$ cat config.mk
export PLATFORM = sky130hd
export DESIGN_NAME = grcast_div
export DESIGN_NICKNAME = d
export VERILOG_FILES = /design/src/sv/grcast_pkg.sv /design/src/sv/grcast_div.sv
export SDC_FILE = /design/constraint.sdc
export NUM_CORES = 1
export LEC_CHECK = 0
export BUFFER_PORTS_ARGS = -buffer_cell sky130_fd_sc_hd__buf_2
export CAP_MARGIN = 20
export CORE_MARGIN = 4
export CORE_UTILIZATION = 35
export DETAILED_ROUTE_END_ITERATION = 12
export PLACE_DENSITY = 0.56
export SLEW_MARGIN = 20
export SYNTH_ARGS = -nofsm -noshare
export SYNTH_HDL_FRONTEND = slang
export SYNTH_SLANG_ARGS = --single-unit
$ cat constraint.sdc
create_clock -name clk -period 5.8 [get_ports clk]
set_input_delay 1.16 -clock clk [delete_from_list [all_inputs] [get_ports clk]]
set_output_delay 1.16 -clock clk [all_outputs]
set_load 0.05 [all_outputs]
$ cat src/sv/grcast_pkg.sv
package grcast_pkg;

  // fixed point and field widths
  localparam int FRAC_BITS = 16;
  localparam int ONE       = 1 << FRAC_BITS;
  localparam int POS_W     = 21;
  localparam int VEC_W     = 18;
  localparam int SCR_W     = 11;
  localparam int CFG_W     = 21;
  localparam int CFG_IDX_W = 3;
  localparam int COL_W     = 10;
  localparam int CODE_W    = 3;
  localparam int TIDX_W    = 4;
  localparam int TEXC_W    = 8;
  localparam int ROW_W     = 10;
  localparam int ROW_MAX   = 1023;

  // tile store geometry
  localparam int MAP_SIZE  = 32;
  localparam int MAP_AW    = $clog2(MAP_SIZE);
  localparam int MAP_DEPTH = MAP_SIZE * MAP_SIZE;
  localparam int MEM_AW    = 2 * MAP_AW;
  localparam int MC_W      = MAP_AW + 2;

  // datapath widths
  localparam int CAM_W   = 28;
  localparam int RAY_W   = 30;
  localparam int AX_W    = RAY_W - 1;
  localparam int NUM_W   = MC_W + FRAC_BITS;
  localparam int PROD_W  = NUM_W + RAY_W;
  localparam int SAT_W   = 48;
  localparam int SD_W    = 56;
  localparam int LH_W    = 14;
  localparam int LH_MAX  = 8192;

  // divider sizing and bit counts per division
  localparam int DV_NUM_W = PROD_W - 1;
  localparam int DV_DEN_W = SAT_W;
  localparam int DV_CNT_W = $clog2(DV_NUM_W + 1);
  localparam int N_CAM    = COL_W + 1 + FRAC_BITS;
  localparam int N_SIDE   = 2 * FRAC_BITS + 1;
  localparam int N_PERP   = NUM_W - 1 + FRAC_BITS;
  localparam int N_LH     = SCR_W + FRAC_BITS;
  localparam int N_WALL   = DV_NUM_W;

  // register reset values
  localparam logic [POS_W-1:0]        POS_X_RST   = 21'd1441792;
  localparam logic [POS_W-1:0]        POS_Y_RST   = 21'd622592;
  localparam logic signed [VEC_W-1:0] DIR_X_RST   = -18'sd65536;
  localparam logic signed [VEC_W-1:0] DIR_Y_RST   = 18'sd0;
  localparam logic signed [VEC_W-1:0] PLANE_X_RST = 18'sd0;
  localparam logic signed [VEC_W-1:0] PLANE_Y_RST = 18'sd32768;
  localparam logic [SCR_W-1:0]        SCR_RST     = 11'd800;

  // request kinds
  localparam logic REQ_WRITE = 1'b0;
  localparam logic REQ_CAST  = 1'b1;

  typedef enum logic [CFG_IDX_W-1:0] {
    REG_POS_X, REG_POS_Y, REG_DIR_X, REG_DIR_Y,
    REG_PLANE_X, REG_PLANE_Y, REG_SCR_W, REG_SCR_H
  } cfg_reg_t;

  typedef enum logic [3:0] {
    ST_CLEAR, ST_IDLE, ST_DIV_GO, ST_DIV_WAIT, ST_MUL_X, ST_MUL_Y,
    ST_RAY_Y, ST_STEP, ST_TEST, ST_NUM, ST_MUL_W, ST_FIN
  } rc_state_t;

  typedef enum logic [2:0] {
    OP_CAM, OP_SDX, OP_SDY, OP_DDX, OP_DDY, OP_PERP, OP_LH, OP_WALL
  } div_op_t;

  typedef struct packed {
    logic                start;
    logic [DV_CNT_W-1:0] nbits;
  } dv_ctl_t;

  typedef struct packed {
    logic busy;
    logic done;
  } dv_sts_t;

endpackage

$ cat src/sv/grcast_div.sv
module grcast_div import grcast_pkg::*; (
  input  logic                clk,
  input  logic                rst,
  input  dv_ctl_t             ctl,
  input  logic [DV_NUM_W-1:0] num,
  input  logic [DV_DEN_W-1:0] den,
  output dv_sts_t             sts,
  output logic [DV_NUM_W-1:0] quo,
  output logic [DV_DEN_W-1:0] rem
);

  logic                busy;
  logic                done;
  logic [DV_CNT_W-1:0] idx;
  logic [DV_NUM_W-1:0] num_r;
  logic [DV_DEN_W-1:0] den_r;
  logic [DV_DEN_W:0]   trial;
  logic                fits;

  // one restoring step per cycle, msb first
  assign trial = {rem, num_r[idx]};
  assign fits  = trial >= {1'b0, den_r};

  assign sts.busy = busy;
  assign sts.done = done;

  // control
  always_ff @(posedge clk) begin
    if (rst) begin
      busy <= 1'b0;
      done <= 1'b0;
    end else begin
      done <= 1'b0;
      if (ctl.start) begin
        busy <= 1'b1;
      end else if (busy && idx == '0) begin
        busy <= 1'b0;
        done <= 1'b1;
      end
    end
  end

  // operands and partial results
  always_ff @(posedge clk) begin
    if (ctl.start) begin
      num_r <= num;
      den_r <= den;
      idx   <= ctl.nbits - DV_CNT_W'(1);
      rem   <= '0;
      quo   <= '0;
    end else if (busy) begin
      if (fits) begin
        rem      <= DV_DEN_W'(trial - {1'b0, den_r});
        quo[idx] <= 1'b1;
      end else begin
        rem <= trial[DV_DEN_W-1:0];
      end
      idx <= idx - DV_CNT_W'(1);
    end
  end

  a_no_restart: assert property (@(posedge clk) disable iff (rst) ctl.start |-> !busy)
    else $error("divider started while busy");

  a_done_after_busy: assert property (@(posedge clk) disable iff (rst)
    $rose(done) |-> $past(busy))
    else $error("divider done without a run");

  a_nbits_range: assert property (@(posedge clk) disable iff (rst)
    ctl.start |-> (ctl.nbits != '0 && ctl.nbits <= DV_CNT_W'(DV_NUM_W)))
    else $error("divider bit count out of range");

endmodule

==> results.cfg, run 1 <==
[sta]
setup_viol = 0
hold_viol_final = 0
min_period_ns = 5.285
worst_pin_slew_ns = 1.022
fin_crit_sh = 0.9112
slew_viol_final = 0
rsz0062_at_grt = false
fin_skew_ns = 0.02039
worst_slew_margin_rel = 0.3159
fin_setup_tns_ns = 0
fmax_mhz = 189.2

[layout]
nFillCells = 3033
areaGrowthSynthToFinish_pct = 20.41
final_cell_mix = 209 x buf_2, 117 x inv_1, 106 x edfxtp_1, 101 x dfxtp_1, 84 x nor2_1
layout_commonest_cell = buf_2
nNetsFinal = 1429
drive_gt1_frac = 0.2419

[clock_tree]
cts_sinks = 208
postCtsSetupBuffers = 0
clk_latency_ns = 0.53
holdBufCountCts = 0
cts_tree = built
cts_made_buffers = 26
clk_root_buffer_cell = clkbuf_16
htree_levels = 1
clk_pin_slew_worst_paths_ns = 0.06
post_cts_resized = 0
clockBufferDepth = 3

[power_and_ir_drop]
pwr-share-seq = 0.392
intPower_w = 0.003073
power_density_nw_per_um2 = 332.2
p_switching_w = 0.001327
comb_power_share = 0.222
p_total_w = 0.004399
ir_drop_mv = 0.1983
p_clk_frac = 0.385
power.leakage_nw = 5.620
swShare = 0.3016

[setup_path]
reg2reg_to = rem[46]
rrSetupSlack_ns = 0.51
cp_max_fo = 13
worstPathArrival_ns = 5.66
path_class = reg -> reg
startpoint_type = flop
r2r-start = idx[0]
r2r_cells = 19
critPathRequiredTime_ns = 6.17
end_kind = flop

[detailed_routing]
wl_per_cell_um = 17.90
drt-total-wl_um = 30210
vias = 8619
wl_met3_um = 1681
drt_iter0_drc = 483
drtPass1Iterations = 5
wl_met1_um = 14170
drt.antenna.violating_nets = 0
routed.top_layer = met4
viasPerCell = 5.109
drc = 0
dr_wl_met2_um = 13800

[global_route]
grt_usage = 0.1678
antenna_found_initial = 1
overflow = 0
grt_max_degree = 76
grt_pass1_wl_um = 46570
grt_pass1_vias = 8492

[placed_design]
place_congestion = 0.8635
hpwlAfterDp_um = 22100
io_buffers = 210

[floorplan]
core-area_um2 = 30830
die-area_um2 = 34330
ioPinCount = 211
initial_core_util = 0.3568
die_h_um = 185.3
fp-row-count = 64
dieWidth_um = 185.3

[hold_path]
min_from = quo[0]
hold_end = quo[0]
hold_class = reg -> reg
holdPathStages = 2

[outcome]
status = completed

[synth]
seq_area_frac_synth = 0.4750
synth_top_family_by_area = compound AO/OA/AOI/OAI gates
synth_top_area_share = 0.2894
async_flop_share = 0
synthXorXnorAreaFrac = 0.03105
synth-seq-cells = 208
synthCells = 1083
synth_cell_type_count = 84
yosysWarnings = 0
avgSynthCellArea_um2 = 10.16
synth_compound_area_frac = 0.1985
synth-edff-count = 106
synth.area.mux_share = 0.05699
synthTopCellsByArea = edfxtp_1 29%, dfxtp_1 19%, ha_1 5.6%
yosys.area_share.adder = 0.05756
yosys.area_share.simple = 0.1132
yosysTopAreaCell = edfxtp_1
synthFlopType = edfxtp_1
syn_area_um2 = 11000
syn_nets = 1242

[flow_run]
max-cap-violations = 0
==> how the worst max path moves through the flow <==
| stage | from | slack, ns | endpoint |
|---|---|---|---|
| global route | idx[0] | 0.02 | rem[46] |
| floorplan | idx[0] | 1.36 | rem[46] |
| CTS | idx[0] | 0.44 | rem[46] |
| global placement | idx[0] | 0.61 | rem[46] |
| detailed placement | idx[0] | 0.49 | rem[46] |
| finish | idx[0] | 0.51 | rem[46] |
==> power by group through the flow <==
| stage | clock, W | sequential [W] | combinational (W) |
|---|---|---|---|
| after floorplan | 0 | 0.00183 | 0.000648 |
| after global placement | 0 | 0.00176 | 0.000973 |
| after detailed placement | 0 | 0.00176 | 0.000977 |
| after CTS | 0.00175 | 0.00173 | 0.000983 |
| after global routing | 0.00181 | 0.00174 | 0.00108 |
| final | 0.00169 | 0.00173 | 0.000979 |
==> registers in the layout, summed over array words and instances, names as in the netlist <==
name and flops:
quo 52, busy 1, done 1, num_r 52, idx 6, rem 48
den_r 48
==> logic make-up after synthesis <==
logic type | after synthesis
compound gates | 305
xor+xnor | 39
fa+ha+maj | 50
buf+inv | 178
flops | 208
mux | 57
simple gates | 246
==> per-layer routing <==
metal  track usage  vias to the layer above
met5             0                        -
li1              -                     4323
met2        0.2653                      206
met3       0.03083                       27
met1        0.2396                     4063
met4       0.03905                        0
==> stage by stage <==
step | hold WS [ns] | setup slack, ns | utilization | instance area [µm²] | instances
6_report | 0.4407 | 0.5148 | 0.4296 | 13240 | 1687
5_1_grt | 0.4813 | 0.02086 | 0.4296 | 13240 | 1687
4_1_cts | 0.4472 | 0.4370 | 0.4295 | 13240 | 1686
3_5_place_dp | 0.4394 | 0.4858 | 0.4000 | 12330 | 1638
3_3_place_gp | 0.4342 | 0.6116 | 0.4000 | 12330 | 1638
2_1_floorplan | 0.5155 | 1.361 | - | 11000 | 1083
==> cells in the mapped netlist (all sizes together) (8+ instances only) <==
master / instances
a21o: 26
nand2: 55
mux2i: 48
o22ai: 56
o21a: 8
nor2: 86
xor2: 20
nor2b: 10
nand3: 24
clkbuf: 33
dfxtp: 102
buf: 26
edfxtp: 106
ha: 49
nand2b: 8
a21oi: 65
nor3: 11
nand4: 17
a211oi: 40
o21ai: 41
xnor2: 19
inv: 118
o21bai: 10
==> critical path: stages, from the launching register on <==
cell	delay (ns)
edfxtp_1	0.56
buf_4	0.28
mux4_2	0.52
mux2i_1	0.14
nand2_1	0.07
o21ai_0	0.09
o22ai_1	0.10
a221oi_1	0.51
ha_1	0.25
inv_1	0.07
fa_1	0.44
a211oi_1	0.33
o21ai_1	0.12
a21oi_1	0.35
nor4b_2	0.13
o21bai_2	0.30
a21boi_1	0.15
or4b_1	0.52
nand4_1	0.10
a311oi_1	0.09
==> final cells by class <==
class                   instances  area (µm²)  area share
flip-flops and latches        208        5226      0.3946
multi-input cells             697        5031      0.3799
repair buffers                218        1132     0.08550
clock buffers                  35       725.7     0.05479
well taps                     396       495.5     0.03741
inverters                     119       446.7     0.03373
clock inverters                13       183.9     0.01389
diodes                          1       2.502   0.0001889
Power figures use the tool's default switching activity.
==> run 2: changes to the inputs <==
--- a/config.mk
+++ b/config.mk
@@ -7,10 +7,12 @@
 export LEC_CHECK = 0
 export BUFFER_PORTS_ARGS = -buffer_cell sky130_fd_sc_hd__buf_2
 export CAP_MARGIN = 20
+export CELL_PAD_IN_SITES_DETAIL_PLACEMENT = 0
+export CELL_PAD_IN_SITES_GLOBAL_PLACEMENT = 1
 export CORE_MARGIN = 4
 export CORE_UTILIZATION = 35
 export DETAILED_ROUTE_END_ITERATION = 12
-export PLACE_DENSITY = 0.56
+export PLACE_DENSITY = 0.68
 export SLEW_MARGIN = 20
 export SYNTH_ARGS = -nofsm -noshare
 export SYNTH_HDL_FRONTEND = slang
==> run 2 against run 1 <==
Against the previous run: power decreased by 4.6%; fmax decreased by 0.77%; clock power shrank 12%; sequential cell count unchanged; wire length up 1.6%; via count grew 0.58%; critical path depth did not move; combinational power up 0.5%; first-iteration DRC count is 30% higher; die area unchanged; final area decreased by 0.90%; non-clock buffer count rose by 2; critical path type unchanged; critical endpoint unchanged; highest routed layer unchanged.
==> results.cfg, run 2 (synthesis gave the netlist of run 1 again) <==
[layout]
nNetsFinal = 1429
final_cell_mix = 209 x buf_2, 117 x inv_1, 106 x edfxtp_1, 101 x dfxtp_1, 84 x nor2_1
areaGrowthSynthToFinish_pct = 19.33
regArea_um2 = 5226
drive_gt1_frac = 0.2438
fin_area_um2 = 13130
layout_commonest_cell = buf_2
nFillCells = 3076
multi_input_comb_area_um2 = 5031
top_regs = num_r (52), quo (52)

[setup_path]
worstPathArrival_ns = 5.69
critPathRequiredTime_ns = 6.16
end_kind = flop
startpoint_type = flop
path_class = reg -> reg
rrSetupSlack_ns = 0.47
worstPathCellList = buf_4, mux4_2, mux2i_1, nand2_1, o21ai_0, o22ai_1, a221oi_1, ha_1, inv_1, fa_1, a211oi_1, o21ai_1, a21oi_1, nor4b_2, o21bai_2, a21boi_1, or4b_1, nand4_1, a311oi_1
critPathSlowestCell = edfxtp_1
max_stage_delay_ns = 0.70
cp_max_fo = 17

[sta]
worst_pin_slew_ns = 1.099
rsz0062_at_grt = false
hold_viol_final = 0
min_period_ns = 5.326
fin_crit_sh = 0.9183
worst_slew_margin_rel = 0.2649
fin_setup_tns_ns = 0
setup_viol = 0
slew_viol_final = 0
fin_skew_ns = 0.01527
fmax_mhz = 187.8

[power_and_ir_drop]
ir_drop_mv = 0.1835
swShare = 0.3139
p_switching_w = 0.001318
power.leakage_nw = 5.575
comb_power_share = 0.234
power_density_nw_per_um2 = 319.9
pwr-share-seq = 0.411
intPower_w = 0.002880
p_clk_frac = 0.355

[detailed_routing]
drt-total-wl_um = 30700
drtPass1Iterations = 5
wl_per_cell_um = 18.22
drc = 0
drt.antenna.violating_nets = 0
viasPerCell = 5.145
drt_iter0_drc = 626
vias = 8669

[clock_tree]
postCtsSetupBuffers = 0
cts_tree = built
clk_latency_ns = 0.52
clk_root_buffer_cell = clkbuf_16
htree_levels = 1
holdBufCountCts = 0
clk_pin_slew_worst_paths_ns = 0.06
cts_made_buffers = 24
clockBufferDepth = 3
post_cts_resized = 0
cts_sinks = 208

[outcome]
status = completed

[floorplan]
die-area_um2 = 34330
ioPinCount = 211
dieWidth_um = 185.3
fp-row-count = 64
die_h_um = 185.3
core-area_um2 = 30830
initial_core_util = 0.3568

[global_route]
grt_usage = 0.1723
overflow = 0
antenna_found_initial = 1
grt_max_degree = 88
grt_pass1_wl_um = 47610
grt_pass1_vias = 8582

[placed_design]
hpwlAfterDp_um = 22390
place_congestion = 0.8263
dpl_cell_area_um2 = 12330
io_buffers = 210

[hold_path]
hold_class = reg -> reg

[flow_run]
max-cap-violations = 0
==> run 2: cell types whose count changed in the layout (fill, tap and decap cells not counted), sizes merged <==
cell and delta:
bufinv -4, clkbuf -4, buf +2, inv +2, clkinv +1, clkinvlp +1
==> run 2: area by class of cell <==
| cell class | count | area share |
|---|---|---|
| Clock inverter | 13 | 0.006006 |
| Tap cell | 396 | 0.03775 |
| Antenna cell | 1 | 0.0001907 |
| Sequential cell | 208 | 0.3982 |
| Inverter | 119 | 0.03403 |
| Multi-Input combinational cell | 697 | 0.3833 |
| Timing Repair Buffer | 220 | 0.08646 |
| Clock buffer | 31 | 0.05405 |
==> run 2: per-stage QoR <==
| stage | setup slack (ns) | power (W) | instances | hold WS [ns] | util |
|---|---|---|---|---|---|
| after global routing | 0.003536 | 0.004422 | 1685 | 0.4851 | 0.4257 |
| after floorplan | 1.361 | 0.002473 | 1083 | 0.5155 | - |
| after detailed placement | 0.4379 | 0.002742 | 1640 | 0.4405 | 0.4001 |
| after global placement | 0.6043 | 0.002738 | 1640 | 0.4334 | 0.4001 |
| after CTS | 0.4264 | 0.004263 | 1684 | 0.4500 | 0.4256 |
| final | 0.4740 | 0.004198 | 1685 | 0.4477 | 0.4257 |
==> run 2: critical path: cells and delay by family, from the launching register on <==
family | cells | cell delay, ns
AOI/OAI and AO/OA | 9 | 2.13
adders and majority gates | 2 | 0.68
buffers and inverters | 2 | 0.39
DFF | 1 | 0.70
muxes | 2 | 0.45
and+or+nand+nor | 4 | 0.81
==> run 2: worst paths after layout <==
path                             start      end  cells after the start
worst max-delay path            idx[1]  rem[46]                     19
worst min-delay path            quo[0]   quo[0]                      2
worst max register to register  idx[1]  rem[46]                     19
worst min register to register  quo[0]   quo[0]                      2
==> run 2: power by group through the flow <==
stage | clock network, W | registers (W) | logic, W
floorplan | 0 | 0.00183 | 0.000648
global placement | 0 | 0.00176 | 0.000983
detailed placement | 0 | 0.00176 | 0.000986
CTS | 0.00155 | 0.00173 | 0.000991
global route | 0.00160 | 0.00174 | 0.00109
finish | 0.00149 | 0.00173 | 0.000984
==> run 2: metal layers <==
metal,vias up,part of all wire,GRT usage
li1,4320,-,-
met1,4114,0.47,0.2472
met2,192,0.46,0.2707
met3,43,0.048,0.02789
met4,0,0.026,0.04698
met5,-,0,0
